--- src/rtl/ffha_pkg.sv ---
// Shared types and constants for the first-fit heap allocator.
// Used by the controller, the datapath and the top level; no dependencies.
`default_nettype none

package ffha_pkg;

    localparam int DEF_HEAP_WORDS  = 16384;
    localparam int DEF_CHUNK_BYTES = 4096;

    // byte addresses carry two spare bits so that sums and differences of
    // 32-bit tag sizes never wrap; a negative address reads as out of store
    localparam int ADDR_W = 34;
    localparam int WORD_W = 32;
    localparam int NEED_W = 17;

    localparam logic [1:0] ST_OK   = 2'd0;
    localparam logic [1:0] ST_ZERO = 2'd1;
    localparam logic [1:0] ST_OOM  = 2'd2;

    localparam logic CMD_ALLOC = 1'b0;
    localparam logic CMD_FREE  = 1'b1;

    typedef enum logic [2:0] {
        AS_FOUR, AS_BP_M4, AS_BP_M8, AS_PV_M4, AS_TA
    } addr_sel_t;

    typedef enum logic [1:0] {
        DS_SZ, DS_NEED1, DS_ONE
    } data_sel_t;

    typedef enum logic [2:0] {
        BS_HOLD, BS_ADDR, BS_FIRST, BS_ADV, BS_TOP, BS_PV
    } bp_sel_t;

    typedef enum logic [2:0] {
        TS_HOLD, TS_BP_D_M8, TS_BP_D_M4, TS_PV_D_M8, TS_BP_S_M8, TS_BP_S_M4, TS_BP_N_M4
    } ta_sel_t;

    typedef enum logic [2:0] {
        SS_HOLD, SS_REM, SS_SIZE, SS_SUM, SS_GROW
    } sz_sel_t;

    typedef struct packed {
        logic      clr_step;
        logic      in_load;
        logic      mem_rd;
        logic      mem_wr;
        addr_sel_t asel;
        data_sel_t dsel;
        bp_sel_t   bp_sel;
        logic      pv_load;
        ta_sel_t   ta_sel;
        sz_sel_t   sz_sel;
        logic      top_load;
        logic      res_load;
        logic      res_use_bp;
    } dp_cmd_t;

    typedef struct packed {
        logic clr_done;
        logic cmd_free;
        logic free_ok;
        logic req_zero;
        logic d_alloc;
        logic d_size_zero;
        logic d_fits;
        logic bp_at_top;
        logic grow_fits;
        logic sz_zero;
    } dp_stat_t;

endpackage

`default_nettype wire

--- src/rtl/ffha_controller.sv ---
// Controller: sequences store reads and writes for clear, search, grow, merge and carve.
// Drives ffha_datapath through dp_cmd_t; depends on ffha_pkg.
`default_nettype none

module ffha_controller
    import ffha_pkg::*;
(
    input  wire logic     clk,
    input  wire logic     rst_n,
    input  wire logic     req_valid,
    output logic          req_stall,
    output logic          res_valid,
    input  wire logic     res_stall,
    output logic [1:0]    status,
    output dp_cmd_t       ctl,
    input  wire dp_stat_t stat
);

    typedef enum logic [5:0] {
        S_INIT, S_IDLE, S_DISP,
        S_SR0, S_SR1, S_SR2,
        S_GR0, S_GR1, S_GR2, S_GR3,
        S_FR0, S_FR1, S_FR2, S_FR3, S_FR4, S_FR5,
        S_MG0, S_MG1, S_MG2, S_MG3, S_MG4, S_MG5, S_MG6, S_MG7,
        S_MG8, S_MG9, S_MG10, S_MG11, S_MG12, S_MG13, S_MG14, S_MG15,
        S_MEND,
        S_CV0, S_CV1, S_CV2, S_CV3, S_CV4, S_CV5, S_CV6, S_CV7,
        S_DONE
    } state_t;

    state_t     state_reg, state_next;
    logic       res_valid_reg;
    logic [1:0] status_reg;
    logic [1:0] pend_status_reg, pend_status_next;
    logic       pend_bp_reg, pend_bp_next;

    assign req_stall = state_reg != S_IDLE;
    assign res_valid = res_valid_reg;
    assign status    = status_reg;

    always_comb
    begin
        ctl              = '0;
        state_next       = state_reg;
        pend_status_next = pend_status_reg;
        pend_bp_next     = pend_bp_reg;
        case (state_reg)
            S_INIT:
            begin
                ctl.clr_step = 1'b1;
                if (stat.clr_done)
                    state_next = S_IDLE;
            end
            S_IDLE:
            begin
                if (req_valid)
                begin
                    ctl.in_load = 1'b1;
                    state_next  = S_DISP;
                end
            end
            S_DISP:
            begin
                if (stat.cmd_free)
                begin
                    if (stat.free_ok)
                    begin
                        ctl.bp_sel = BS_ADDR;
                        state_next = S_FR0;
                    end
                    else
                    begin
                        pend_status_next = ST_OK;
                        pend_bp_next     = 1'b0;
                        state_next       = S_DONE;
                    end
                end
                else if (stat.req_zero)
                begin
                    pend_status_next = ST_ZERO;
                    pend_bp_next     = 1'b0;
                    state_next       = S_DONE;
                end
                else
                begin
                    ctl.mem_rd = 1'b1;
                    ctl.asel   = AS_FOUR;
                    state_next = S_SR0;
                end
            end
            // first-fit walk, one header per read
            S_SR0:
            begin
                ctl.bp_sel = BS_FIRST;
                state_next = S_SR1;
            end
            S_SR1:
            begin
                if (stat.bp_at_top)
                    state_next = S_GR0;
                else
                begin
                    ctl.mem_rd = 1'b1;
                    ctl.asel   = AS_BP_M4;
                    state_next = S_SR2;
                end
            end
            S_SR2:
            begin
                if (stat.d_size_zero)
                    state_next = S_GR0;
                else if (!stat.d_alloc && stat.d_fits)
                    state_next = S_CV0;
                else
                begin
                    ctl.bp_sel = BS_ADV;
                    state_next = S_SR1;
                end
            end
            S_GR0:
            begin
                if (!stat.grow_fits)
                begin
                    pend_status_next = ST_OOM;
                    pend_bp_next     = 1'b0;
                    state_next       = S_DONE;
                end
                else
                begin
                    ctl.sz_sel = SS_GROW;
                    ctl.bp_sel = BS_TOP;
                    state_next = S_GR1;
                end
            end
            S_GR1:
            begin
                ctl.mem_wr = 1'b1;
                ctl.asel   = AS_BP_M4;
                ctl.dsel   = DS_SZ;
                ctl.ta_sel = TS_BP_S_M8;
                state_next = S_GR2;
            end
            S_GR2:
            begin
                ctl.mem_wr = 1'b1;
                ctl.asel   = AS_TA;
                ctl.dsel   = DS_SZ;
                ctl.ta_sel = TS_BP_S_M4;
                state_next = S_GR3;
            end
            S_GR3:
            begin
                // new epilogue
                ctl.mem_wr   = 1'b1;
                ctl.asel     = AS_TA;
                ctl.dsel     = DS_ONE;
                ctl.top_load = 1'b1;
                state_next   = S_MG0;
            end
            S_FR0:
            begin
                ctl.mem_rd = 1'b1;
                ctl.asel   = AS_BP_M4;
                state_next = S_FR1;
            end
            S_FR1:
            begin
                ctl.sz_sel = SS_SIZE;
                state_next = S_FR2;
            end
            S_FR2:
            begin
                ctl.mem_wr = 1'b1;
                ctl.asel   = AS_BP_M4;
                ctl.dsel   = DS_SZ;
                state_next = S_FR3;
            end
            S_FR3:
            begin
                ctl.mem_rd = 1'b1;
                ctl.asel   = AS_BP_M4;
                state_next = S_FR4;
            end
            S_FR4:
            begin
                ctl.ta_sel = TS_BP_D_M8;
                state_next = S_FR5;
            end
            S_FR5:
            begin
                ctl.mem_wr = 1'b1;
                ctl.asel   = AS_TA;
                ctl.dsel   = DS_SZ;
                state_next = S_MG0;
            end
            // coalesce: next neighbour first, then the previous one
            S_MG0:
            begin
                ctl.mem_rd = 1'b1;
                ctl.asel   = AS_BP_M4;
                state_next = S_MG1;
            end
            S_MG1:
            begin
                ctl.ta_sel = TS_BP_D_M4;
                ctl.mem_rd = 1'b1;
                ctl.asel   = AS_BP_M8;
                state_next = S_MG2;
            end
            S_MG2:
            begin
                ctl.pv_load = 1'b1;
                ctl.mem_rd  = 1'b1;
                ctl.asel    = AS_TA;
                state_next  = S_MG3;
            end
            S_MG3:
            begin
                if (!stat.d_alloc)
                begin
                    ctl.sz_sel = SS_SIZE;
                    ctl.mem_rd = 1'b1;
                    ctl.asel   = AS_BP_M4;
                    state_next = S_MG4;
                end
                else
                    state_next = S_MG9;
            end
            S_MG4:
            begin
                ctl.sz_sel = SS_SUM;
                state_next = S_MG5;
            end
            S_MG5:
            begin
                ctl.mem_wr = 1'b1;
                ctl.asel   = AS_BP_M4;
                ctl.dsel   = DS_SZ;
                state_next = S_MG6;
            end
            S_MG6:
            begin
                ctl.mem_rd = 1'b1;
                ctl.asel   = AS_BP_M4;
                state_next = S_MG7;
            end
            S_MG7:
            begin
                ctl.ta_sel = TS_BP_D_M8;
                state_next = S_MG8;
            end
            S_MG8:
            begin
                ctl.mem_wr = 1'b1;
                ctl.asel   = AS_TA;
                ctl.dsel   = DS_SZ;
                state_next = S_MG9;
            end
            S_MG9:
            begin
                ctl.mem_rd = 1'b1;
                ctl.asel   = AS_PV_M4;
                state_next = S_MG10;
            end
            S_MG10:
            begin
                ctl.ta_sel = TS_PV_D_M8;
                state_next = S_MG11;
            end
            S_MG11:
            begin
                ctl.mem_rd = 1'b1;
                ctl.asel   = AS_TA;
                state_next = S_MG12;
            end
            S_MG12:
            begin
                if (!stat.d_alloc)
                begin
                    ctl.sz_sel = SS_SIZE;
                    ctl.mem_rd = 1'b1;
                    ctl.asel   = AS_BP_M4;
                    state_next = S_MG13;
                end
                else
                    state_next = S_MEND;
            end
            S_MG13:
            begin
                ctl.ta_sel = TS_BP_D_M8;
                ctl.sz_sel = SS_SUM;
                state_next = S_MG14;
            end
            S_MG14:
            begin
                ctl.mem_wr = 1'b1;
                ctl.asel   = AS_TA;
                ctl.dsel   = DS_SZ;
                state_next = S_MG15;
            end
            S_MG15:
            begin
                ctl.mem_wr = 1'b1;
                ctl.asel   = AS_PV_M4;
                ctl.dsel   = DS_SZ;
                ctl.bp_sel = BS_PV;
                state_next = S_MEND;
            end
            S_MEND:
            begin
                if (stat.cmd_free)
                begin
                    pend_status_next = ST_OK;
                    pend_bp_next     = 1'b0;
                    state_next       = S_DONE;
                end
                else
                    state_next = S_CV0;
            end
            // place the request and split off any remainder
            S_CV0:
            begin
                ctl.mem_rd = 1'b1;
                ctl.asel   = AS_BP_M4;
                state_next = S_CV1;
            end
            S_CV1:
            begin
                ctl.sz_sel = SS_REM;
                ctl.ta_sel = TS_BP_D_M8;
                state_next = S_CV2;
            end
            S_CV2:
            begin
                ctl.mem_wr = !stat.sz_zero;
                ctl.asel   = AS_TA;
                ctl.dsel   = DS_SZ;
                state_next = S_CV3;
            end
            S_CV3:
            begin
                ctl.mem_wr = 1'b1;
                ctl.asel   = AS_BP_M4;
                ctl.dsel   = DS_NEED1;
                state_next = S_CV4;
            end
            S_CV4:
            begin
                ctl.mem_rd = 1'b1;
                ctl.asel   = AS_BP_M4;
                state_next = S_CV5;
            end
            S_CV5:
            begin
                ctl.ta_sel = TS_BP_D_M8;
                state_next = S_CV6;
            end
            S_CV6:
            begin
                ctl.mem_wr = 1'b1;
                ctl.asel   = AS_TA;
                ctl.dsel   = DS_NEED1;
                ctl.ta_sel = TS_BP_N_M4;
                if (stat.sz_zero)
                begin
                    pend_status_next = ST_OK;
                    pend_bp_next     = 1'b1;
                    state_next       = S_DONE;
                end
                else
                    state_next = S_CV7;
            end
            S_CV7:
            begin
                ctl.mem_wr       = 1'b1;
                ctl.asel         = AS_TA;
                ctl.dsel         = DS_SZ;
                pend_status_next = ST_OK;
                pend_bp_next     = 1'b1;
                state_next       = S_DONE;
            end
            S_DONE:
            begin
                // hold until the output register is free
                if (!res_valid_reg || !res_stall)
                begin
                    ctl.res_load   = 1'b1;
                    ctl.res_use_bp = pend_bp_reg;
                    state_next     = S_IDLE;
                end
            end
            default:
                state_next = S_IDLE;
        endcase
    end

    always_ff @(posedge clk or negedge rst_n)
    begin
        if (!rst_n)
        begin
            state_reg       <= S_INIT;
            res_valid_reg   <= 1'b0;
            status_reg      <= ST_OK;
            pend_status_reg <= ST_OK;
            pend_bp_reg     <= 1'b0;
        end
        else
        begin
            state_reg       <= state_next;
            pend_status_reg <= pend_status_next;
            pend_bp_reg     <= pend_bp_next;
            if (ctl.res_load)
            begin
                res_valid_reg <= 1'b1;
                status_reg    <= pend_status_reg;
            end
            else if (!res_stall)
                res_valid_reg <= 1'b0;
        end
    end

    a_no_rd_wr_clash: assert property (@(posedge clk) disable iff (!rst_n)
        !(ctl.mem_rd && ctl.mem_wr))
        else $error("store read and write issued together");

    a_accept_dispatch: assert property (@(posedge clk) disable iff (!rst_n)
        (req_valid && !req_stall) |=> state_reg == S_DISP)
        else $error("accepted request not dispatched");

    a_load_free_slot: assert property (@(posedge clk) disable iff (!rst_n)
        ctl.res_load |-> (!res_valid_reg || !res_stall))
        else $error("result overwritten while stalled");

    a_result_from_done: assert property (@(posedge clk) disable iff (!rst_n)
        $rose(res_valid_reg) |-> $past(state_reg) == S_DONE)
        else $error("result raised outside completion");

endmodule

`default_nettype wire

--- config.mk ---
export PLATFORM = sky130hd
export DESIGN_NAME = ffha_controller
export DESIGN_NICKNAME = d
export VERILOG_FILES = /design/src/rtl/ffha_pkg.sv /design/src/rtl/ffha_controller.sv
export SDC_FILE = /design/constraint.sdc
export NUM_CORES = 1
export LEC_CHECK = 0
export CAP_MARGIN = 15
export CELL_PAD_IN_SITES_DETAIL_PLACEMENT = 2
export CELL_PAD_IN_SITES_GLOBAL_PLACEMENT = 2
export CORE_MARGIN = 2
export CORE_UTILIZATION = 32
export DETAILED_ROUTE_END_ITERATION = 10
export DONT_BUFFER_PORTS = 1
export PLACE_DENSITY_LB_ADDON = 0.1
export SLEW_MARGIN = 10
export SYNTH_ARGS = -nofsm -noshare
export SYNTH_HDL_FRONTEND = slang
export SYNTH_SLANG_ARGS = --single-unit
--- constraint.sdc ---
create_clock -name clk -period 1.9 [get_ports clk]
set_clock_uncertainty 0.1 [all_clocks]
set_input_delay 0.38 -clock clk [delete_from_list [all_inputs] [get_ports clk]]
set_output_delay 0.38 -clock clk [all_outputs]
set_load 0.01 [all_outputs]
==> results of run 1 <==
-- per-stage QoR --
step	worst slack, ps	util (%)	instance area [um2]	hold slack (ps)
floorplan	-33.0	-	1930	-15.6
global placement	-187	47.2	2630	-15.3
detailed placement	-320	47.2	2630	-15.2
-- logic make-up after synthesis --
kind of cell / after synthesis / share of synthesized area (%)
simple gates: 118 / 37.3
compound gates: 88 / 31.3
buf+inv: 32 / 8.87
flops: 12 / 16.1
mux: 7 / 4.50
xor+xnor: 4 / 1.88
==> impl_metrics.xml, run 1 <==
<?xml version="1.0" encoding="UTF-8"?>
<metrics>
  <group name="floorplan">
    <metric name="io_pins" unit="">40</metric>
    <metric name="floorplan.rows" unit="">27</metric>
    <metric name="die_w" unit="um">80.3</metric>
    <metric name="initial_standard_cell_utilization_of_the_core" unit="%">33.4</metric>
    <metric name="die_height" unit="um">80.3</metric>
  </group>
  <group name="clock_tree">
    <metric name="cts_htree_levels" unit="">1</metric>
    <metric name="ctsResizeCount" unit="">69</metric>
    <metric name="clkSinkCount" unit="">12</metric>
    <metric name="cts_hold_buffers" unit="">1</metric>
    <metric name="cts_buffers" unit="">3</metric>
    <metric name="ctsLongestPathBuffers" unit="">2</metric>
    <metric name="post_cts_buffers" unit="">19</metric>
    <metric name="root_buffer" unit="">clkbuf_8</metric>
  </group>
  <group name="yosys">
    <metric name="synthTopCellsByArea" unit="">dfrtp_1, a21oi_1, o21ai_0, nand2_1, buf_2</metric>
    <metric name="postSynthCellCount" unit="">261</metric>
    <metric name="synth.ff_latch_count" unit="">12</metric>
    <metric name="synth.distinct_cells" unit="">64</metric>
    <metric name="sequential_area_share_after_synthesis" unit="%">16.1</metric>
    <metric name="synth_top_flop_cell" unit="">dfrtp_1</metric>
    <metric name="yosys.cell_count.top_type" unit="">a21oi_1</metric>
    <metric name="synth.yosys.warnings" unit="">0</metric>
    <metric name="yosys.area.top_type" unit="">dfrtp_1</metric>
    <metric name="syn_nets" unit="">275</metric>
    <metric name="async_flop_share" unit="%">100</metric>
    <metric name="number_of_flops_mapped_to_enable_cells_by_yosys" unit="">0</metric>
    <metric name="synthDominantCellAreaShare" unit="%">16.1</metric>
    <metric name="post_synthesis_cell_area" unit="um2">1860</metric>
    <metric name="synthTopCellsByCount" unit="">a21oi_1, nand2_1, o21ai_0</metric>
    <metric name="syn-mean-instance-area" unit="um2">7.13</metric>
  </group>
  <group name="placement">
    <metric name="place.port_buffers" unit="">0</metric>
    <metric name="gp_routability_congestion" unit="">0.913</metric>
    <metric name="detailedPlacementHpwl" unit="um">8630</metric>
    <metric name="placed_instance_count" unit="">406</metric>
  </group>
  <group name="status">
    <metric name="outcome" unit="">did not finish</metric>
    <metric name="toolErrorMsg" unit="">[ERROR DPL-0033] detailed placement checks failed during check placement.</metric>
    <metric name="failed_stage" unit="">clock tree synthesis (4_1_cts)</metric>
  </group>
</metrics>
==> run 2: changes to the inputs <==
CELL_PAD_IN_SITES_DETAIL_PLACEMENT = unset   (was 2)
CELL_PAD_IN_SITES_GLOBAL_PLACEMENT = unset   (was 2)
CORE_UTILIZATION = 20   (was 32)
PLACE_DENSITY_LB_ADDON = 0.15   (was 0.1)
clock period = 2.5 ns   (was 1.9 ns; I/O delays follow)
==> run 2 against run 1 <==
Against the previous run: the flow now finishes, with violations (setup timing); synthesized cell count did not move; synthesized area did not move.
==> impl_metrics.xml, run 2 <==
<?xml version="1.0" encoding="UTF-8"?>
<metrics>
  <group name="cells_and_area">
    <metric name="layout.cells.most_common" unit="">buf_4</metric>
    <metric name="area.sequential" unit="um2">308</metric>
    <metric name="num_antenna_cells" unit="">0</metric>
    <metric name="commonest_cells_after_routing_fill_and_taps_aside" unit="">buf_4, a21oi_1, nand2_1</metric>
    <metric name="layout.cell_area.non_filler" unit="um2">2430</metric>
    <metric name="largest_reg_flops" unit="">6</metric>
    <metric name="post_route_cells_drive_above_1_share" unit="%">31.5</metric>
    <metric name="finalNetCount" unit="">310</metric>
    <metric name="layout_stage_area_growth_over_the_synthesis_result" unit="%">30.7</metric>
    <metric name="final.fill_count" unit="">993</metric>
    <metric name="multi_input_area" unit="um2">1440</metric>
  </group>
  <group name="global_route">
    <metric name="globalRouteOverflowTotal" unit="">0</metric>
    <metric name="wire_length_of_the_first_global_routing_pass" unit="um">12300</metric>
    <metric name="grt_pass1_vias" unit="">2056</metric>
    <metric name="groute.usage.overall" unit="%">15.7</metric>
    <metric name="grt_start_max_net_pins" unit="">24</metric>
    <metric name="antenna_violations_before_repair" unit="">0</metric>
  </group>
  <group name="sta">
    <metric name="fmaxAchievable" unit="MHz">393</metric>
    <metric name="grt_setup_unrepaired" unit="">true</metric>
    <metric name="timing.max_slew.rel_slack" unit="%">54.9</metric>
    <metric name="max_slew.worst_pin.slew" unit="ps">675</metric>
    <metric name="worst_hold_slack" unit="ps">260</metric>
    <metric name="period_minus_slack" unit="ps">2540</metric>
    <metric name="timing.final.max_slew_violations" unit="">0</metric>
    <metric name="share_of_the_clock_period_used_by_the_worst_path_after_layout" unit="%">102</metric>
    <metric name="hold_viol_final" unit="">0</metric>
    <metric name="postLayoutSetupSlackWorst" unit="ps">-42.5</metric>
    <metric name="timing.final.setup_violations" unit="">2</metric>
  </group>
  <group name="yosys">
    <metric name="syn-mean-instance-area" unit="um2">7.13</metric>
    <metric name="yosys.area.top_type" unit="">dfrtp_1</metric>
    <metric name="synth.distinct_cells" unit="">64</metric>
    <metric name="yosys.cell_count.top_type" unit="">a21oi_1</metric>
    <metric name="synth.yosys.warnings" unit="">0</metric>
    <metric name="syn_nets" unit="">275</metric>
    <metric name="async_flop_share" unit="%">100</metric>
    <metric name="synth.ff_latch_count" unit="">12</metric>
    <metric name="synthTopCellsByArea" unit="">dfrtp_1, a21oi_1, o21ai_0, nand2_1, buf_2</metric>
    <metric name="number_of_flops_mapped_to_enable_cells_by_yosys" unit="">0</metric>
    <metric name="postSynthCellCount" unit="">261</metric>
    <metric name="synthDominantCellAreaShare" unit="%">16.1</metric>
    <metric name="sequential_area_share_after_synthesis" unit="%">16.1</metric>
    <metric name="synth_top_flop_cell" unit="">dfrtp_1</metric>
    <metric name="post_synthesis_cell_area" unit="um2">1860</metric>
    <metric name="synthTopCellsByCount" unit="">a21oi_1, nand2_1, o21ai_0</metric>
  </group>
  <group name="status">
    <metric name="outcome" unit="">finished with violations</metric>
    <metric name="violations_in_the_final_reports" unit="">setup timing</metric>
  </group>
  <group name="routing">
    <metric name="drc" unit="">0</metric>
    <metric name="first_pass_iters" unit="">5</metric>
    <metric name="postRouteWirelength" unit="um">8230</metric>
    <metric name="detailedRoute.firstIterationViolations" unit="">256</metric>
    <metric name="route.detailed.vias_per_inst" unit="">5.49</metric>
    <metric name="drtAntennaViolNets" unit="">0</metric>
    <metric name="detail_route.wl_per_cell" unit="um">20.3</metric>
    <metric name="route.vias.total" unit="">2229</metric>
  </group>
  <group name="critical_path">
    <metric name="cp-start-kind" unit="">flop</metric>
    <metric name="crit_arrival" unit="ps">1940</metric>
    <metric name="crit_path_start" unit="">state_reg[2]$_DFFE_PN0P_</metric>
    <metric name="end_kind" unit="">primary output</metric>
    <metric name="critPathRequiredTime" unit="ps">1900</metric>
    <metric name="rrSetupSlack" unit="ps">240</metric>
    <metric name="worstPathMaxFanout" unit="">20</metric>
    <metric name="critPathMaxStageDelay" unit="ps">450</metric>
    <metric name="endpoint" unit="">ctl[15]</metric>
    <metric name="cpMaxStageDelayCell" unit="">dfrtp_2</metric>
    <metric name="crit-reg2reg-capture" unit="">state_reg[0]$_DFFE_PN0P_</metric>
    <metric name="path_depth" unit="">6</metric>
    <metric name="worstPathCellList" unit="">buf_12 -&gt; nor3b_1 -&gt; o2111ai_1 -&gt; o21a_1 -&gt; o221a_2 -&gt; o211ai_1</metric>
    <metric name="path_delay_family" unit="">compound AO/OA/AOI/OAI gates</metric>
    <metric name="r2r_start" unit="">state_reg[0]$_DFFE_PN0P_</metric>
    <metric name="critPathBufInv" unit="">1</metric>
    <metric name="worst-setup-path-type" unit="">reg2out</metric>
    <metric name="timing.reg2reg.worst_path_depth" unit="">8</metric>
  </group>
  <group name="power_and_ir_drop">
    <metric name="static-leakage-power" unit="nW">0.974</metric>
    <metric name="power.ir.vdd_worst" unit="mV">0.380</metric>
    <metric name="power_per_cell_area" unit="nW/um2">1290</metric>
    <metric name="design_power_total" unit="mW">3.14</metric>
  </group>
  <group name="clock_tree">
    <metric name="clock_latency" unit="ps">260</metric>
    <metric name="clkSinkCount" unit="">12</metric>
    <metric name="cts_htree_levels" unit="">1</metric>
    <metric name="cts.clk_slew.worst_paths" unit="ps">60</metric>
    <metric name="root_buffer" unit="">clkbuf_8</metric>
    <metric name="cts_tree" unit="">built</metric>
    <metric name="ctsLongestPathBuffers" unit="">2</metric>
    <metric name="cts_buffers" unit="">3</metric>
  </group>
  <group name="floorplan">
    <metric name="floorplan.rows" unit="">35</metric>
    <metric name="die_height" unit="um">100</metric>
    <metric name="initial_standard_cell_utilization_of_the_core" unit="%">20.3</metric>
    <metric name="placeableCoreArea" unit="um2">9150</metric>
    <metric name="die_w" unit="um">100</metric>
    <metric name="floorplan.die_area" unit="um2">10100</metric>
    <metric name="io_pins" unit="">40</metric>
  </group>
  <group name="placement">
    <metric name="placedInstanceArea" unit="um2">2210</metric>
    <metric name="gp_routability_congestion" unit="">0.862</metric>
    <metric name="place.port_buffers" unit="">0</metric>
    <metric name="detailedPlacementHpwl" unit="um">6180</metric>
  </group>
  <group name="job">
    <metric name="cap_viol_max_count" unit="">0</metric>
  </group>
  <group name="min_path">
    <metric name="hold_path_class" unit="">in2reg</metric>
  </group>
</metrics>
run 2: through the flow:
stage          utilization (%)  setup TNS, ps  setup slack, ps  cells
2_1_floorplan                -              0              292    261
3_3_place_gp              24.2              0              138    389
3_5_place_dp              24.2              0              128    389
4_1_cts                   25.5              0             17.3    398
5_1_grt                   26.6           -139            -70.4    406
6_report                  26.6          -60.9            -42.5    406
run 2: logic make-up (layout without fill, tap and decap cells):
group	Yosys count	after routing	synth area share, %
flops	12	12	16.1
xor+xnor	4	4	1.88
compound gates	88	88	31.3
buf+inv	32	66	8.87
simple gates	118	118	37.3
mux	7	7	4.50
run 2: worst min-delay path by stage:
stage	depth (start not counted)	to	slack, ps	start
after floorplan	0	pend_bp_reg$_DFFE_PN0P_	100	rst_n
final	1	pend_status_reg[1]$_DFFE_PN0P_	260	stat[1]
after global routing	1	pend_status_reg[1]$_DFFE_PN0P_	260	stat[1]
after global placement	0	pend_status_reg[0]$_DFFE_PN0P_	100	rst_n
after CTS	1	pend_status_reg[1]$_DFFE_PN0P_	260	stat[1]
after detailed placement	0	status[0]$_DFFE_PN0P_	100	rst_n
run 2: where the power goes:
group,total [mW],internal (mW),switching (mW)
clock network,0.242,0.140,0.102
logic,2.52,1.11,1.40
registers,0.386,0.280,0.105
run 2: cell type report:
type,count,area share (%)
Multi-Input combinational cell,217,59.0
Tap cell,111,5.71
Sequential cell,12,12.6
Clock buffer,4,2.26
Timing Repair Buffer,55,19.2
Inverter,7,1.18
run 2: what timing repair did:
| action | CTS | global route |
|---|---|---|
| endpoints found under the hold margin | 12 | 0 |
| pin swaps | 1 | 7 |
| hold buffers | 1 | 0 |
| setup endpoints to repair | 7 | 4 |
| gates resized for setup | 8 | 12 |
| buffers inserted | 4 | 8 |
run 2: routing by layer:
| metal | up-vias | routed length, um | global-route usage [%] |
|---|---|---|---|
| met2 | 98 | 3820 | 24.8 |
| met3 | 20 | 582 | 2.50 |
| li1 | 1042 | - | - |
| met4 | 0 | 245 | 3.69 |
| met1 | 1069 | 3590 | 22.5 |
| met5 | - | 0 | 0 |
Power figures use the tool's default switching activity.
==> run 3: changes to the inputs <==
CELL_PAD_IN_SITES_DETAIL_PLACEMENT = 1   (was unset)
CELL_PAD_IN_SITES_GLOBAL_PLACEMENT = 2   (was unset)
SETUP_SLACK_MARGIN = 0.5   (was unset)
==> run 3 against run 2 <==
Against the previous run: flip-flop and latch count did not move; critical endpoint is now ctl[19]; core utilization is 8.8 points higher; the flow now finishes without violations; critical path depth is the same; fmax increased by 3.0%; combinational power up 48%; largest cell class unchanged.
==> impl_metrics.xml, run 3 (synthesized netlist as in run 2, its figures left out) <==
<?xml version="1.0" encoding="UTF-8"?>
<metrics>
  <group name="placement">
    <metric name="gp_routability_congestion" unit="">0.860</metric>
    <metric name="place.port_buffers" unit="">0</metric>
    <metric name="detailedPlacementHpwl" unit="um">6890</metric>
    <metric name="pre_cts_slack" unit="ps">176</metric>
  </group>
  <group name="floorplan">
    <metric name="floorplan.rows" unit="">35</metric>
    <metric name="placeableCoreArea" unit="um2">9150</metric>
    <metric name="io_pins" unit="">40</metric>
    <metric name="die_w" unit="um">100</metric>
    <metric name="initial_standard_cell_utilization_of_the_core" unit="%">20.3</metric>
    <metric name="die_height" unit="um">100</metric>
    <metric name="floorplan.die_area" unit="um2">10100</metric>
  </group>
  <group name="global_route">
    <metric name="groute.usage.overall" unit="%">19.5</metric>
    <metric name="antenna_violations_before_repair" unit="">0</metric>
    <metric name="wire_length_of_the_first_global_routing_pass" unit="um">14900</metric>
    <metric name="globalRouteOverflowTotal" unit="">0</metric>
    <metric name="grt_pass1_vias" unit="">2423</metric>
    <metric name="grt_start_max_net_pins" unit="">19</metric>
  </group>
  <group name="clock_tree">
    <metric name="cts_tree" unit="">built</metric>
    <metric name="clkSinkCount" unit="">12</metric>
    <metric name="root_buffer" unit="">clkbuf_8</metric>
    <metric name="cts_buffers" unit="">3</metric>
    <metric name="cts_htree_levels" unit="">1</metric>
    <metric name="cts.clk_slew.worst_paths" unit="ps">60</metric>
    <metric name="ctsLongestPathBuffers" unit="">2</metric>
    <metric name="clock_latency" unit="ps">240</metric>
  </group>
  <group name="power_and_ir_drop">
    <metric name="static-leakage-power" unit="nW">1.31</metric>
    <metric name="power_per_cell_area" unit="nW/um2">1350</metric>
    <metric name="design_power_total" unit="mW">4.37</metric>
    <metric name="power.ir.vdd_worst" unit="mV">0.349</metric>
  </group>
  <group name="critical_path">
    <metric name="cp-start-kind" unit="">flop</metric>
    <metric name="crit_arrival" unit="ps">1870</metric>
    <metric name="worst-setup-path-type" unit="">reg2out</metric>
    <metric name="worstPathMaxFanout" unit="">6</metric>
    <metric name="rrSetupSlack" unit="ps">330</metric>
    <metric name="crit-reg2reg-capture" unit="">pend_status_reg[0]$_DFFE_PN0P_</metric>
    <metric name="critPathRequiredTime" unit="ps">1900</metric>
    <metric name="r2r_start" unit="">state_reg[1]$_DFFE_PN0P_</metric>
    <metric name="timing.reg2reg.worst_path_depth" unit="">6</metric>
    <metric name="end_kind" unit="">primary output</metric>
    <metric name="crit_path_start" unit="">state_reg[2]$_DFFE_PN0P_</metric>
  </group>
  <group name="sta">
    <metric name="hold_viol_final" unit="">0</metric>
    <metric name="fin_setup_tns" unit="ps">0</metric>
    <metric name="max_slew.worst_pin.slew" unit="ps">678</metric>
    <metric name="timing.final.max_slew_violations" unit="">0</metric>
    <metric name="share_of_the_clock_period_used_by_the_worst_path_after_layout" unit="%">98.8</metric>
    <metric name="postLayoutSetupSlackWorst" unit="ps">31.1</metric>
    <metric name="timing.final.setup_violations" unit="">0</metric>
    <metric name="period_minus_slack" unit="ps">2470</metric>
    <metric name="fmaxAchievable" unit="MHz">405</metric>
    <metric name="timing.max_slew.rel_slack" unit="%">54.7</metric>
    <metric name="grt_setup_unrepaired" unit="">true</metric>
  </group>
  <group name="routing">
    <metric name="first_pass_iters" unit="">4</metric>
    <metric name="detailedRoute.firstIterationViolations" unit="">113</metric>
    <metric name="route.detailed.vias_per_inst" unit="">5.45</metric>
    <metric name="detail_route.wl_per_cell" unit="um">23.1</metric>
    <metric name="drc" unit="">0</metric>
    <metric name="drtAntennaViolNets" unit="">0</metric>
    <metric name="route.vias.total" unit="">2398</metric>
    <metric name="postRouteWirelength" unit="um">10200</metric>
  </group>
  <group name="min_path">
    <metric name="hold_path_class" unit="">in2reg</metric>
    <metric name="worst_hold_path.endpoint" unit="">pend_status_reg[1]$_DFFE_PN0P_</metric>
    <metric name="origin_of_the_worst_min_delay_path" unit="">stat[1]</metric>
    <metric name="timing.hold.worst_path_depth" unit="">1</metric>
  </group>
  <group name="cells_and_area">
    <metric name="num_antenna_cells" unit="">0</metric>
    <metric name="layout_stage_area_growth_over_the_synthesis_result" unit="%">73.9</metric>
    <metric name="commonest_cells_after_routing_fill_and_taps_aside" unit="">buf_4, a21oi_1, nand2_1, o21ai_0, buf_6</metric>
    <metric name="layout.cells.most_common" unit="">buf_4</metric>
    <metric name="finalNetCount" unit="">344</metric>
    <metric name="largest_reg_flops" unit="">6</metric>
    <metric name="finalCoreUtilization" unit="%">35.4</metric>
    <metric name="post_route_cells_drive_above_1_share" unit="%">54.7</metric>
  </group>
  <group name="status">
    <metric name="outcome" unit="">finished clean</metric>
  </group>
  <group name="job">
    <metric name="cap_viol_max_count" unit="">0</metric>
  </group>
</metrics>
run 3: cell count changes in the layout (fill, tap and decap cells not counted), moves of 5 or more:
| cell | delta |
|---|---|
| nor2_4 | +5 |
| o22ai_1 | -5 |
| and3_4 | +6 |
| buf_6 | +13 |
| nor2_1 | -6 |
| and3_1 | -6 |
| buf_4 | +12 |
| o22ai_2 | +5 |
run 3: critical path, cell delays in order (launching register included):
cell and delay, ps:
dfrtp_2 460, or3b_4 410, a21oi_2 130, a32oi_1 60, o221a_2 320, o311ai_1 80, buf_4 170
run 3: final cells by class:
type                    count  area (um2)
clock buffers               4        55.1
fillers                  1082        5910
inverters                   7        31.3
multi-input cells         217        1800
flip-flops and latches     12         310
well taps                 111         139
repair buffers             89         898
run 3: how the worst max path moves through the flow:
stage                              end  cells after the start
5_1_grt                        ctl[19]                      6
3_5_place_dp                   ctl[19]                      7
3_3_place_gp   pend_bp_reg$_DFFE_PN0P_                      6
6_report                       ctl[19]                      6
2_1_floorplan                  ctl[15]                      6
4_1_cts                        ctl[19]                      6
run 3: power by group:
part / leakage (nW) / switching [mW] / internal, mW / total, mW
Clock: 0.0288 / 0.0831 / 0.139 / 0.222
Combinational: 1.13 / 1.93 / 1.81 / 3.74
Sequential: 0.150 / 0.126 / 0.283 / 0.409
Total: 1.31 / 2.14 / 2.23 / 4.37
run 3: per-layer routing:
layer  up-vias  routed length [um]  global-route usage (%)  share of wire [%]
met5         -                   0                       0                  0
met4         0                 199                    4.53                2.0
met3        14                 438                    3.05                4.3
met2        60                4910                    32.5                 48
met1      1211                4610                    26.3                 45
li1       1113                   -                       -                  -
run 3: timing repair:
item                       4_1_cts  5_1_grt
hold endpoints to repair        12        0
resized for setup               73       38
gates cloned                     2        1
setup endpoints to repair       30       32
buffers inserted                29       21
pin swaps                       25       16
hold buffers                     1        0
run 3: stage by stage:
step                      hold WS [ps]  instance area, um2  std cells
after floorplan                    104                1940        261
final                              254                3240        440
after CTS                          252                2860        418
after detailed placement           105                2230        382
after global routing               252                3240        440
after global placement             105                2230        382
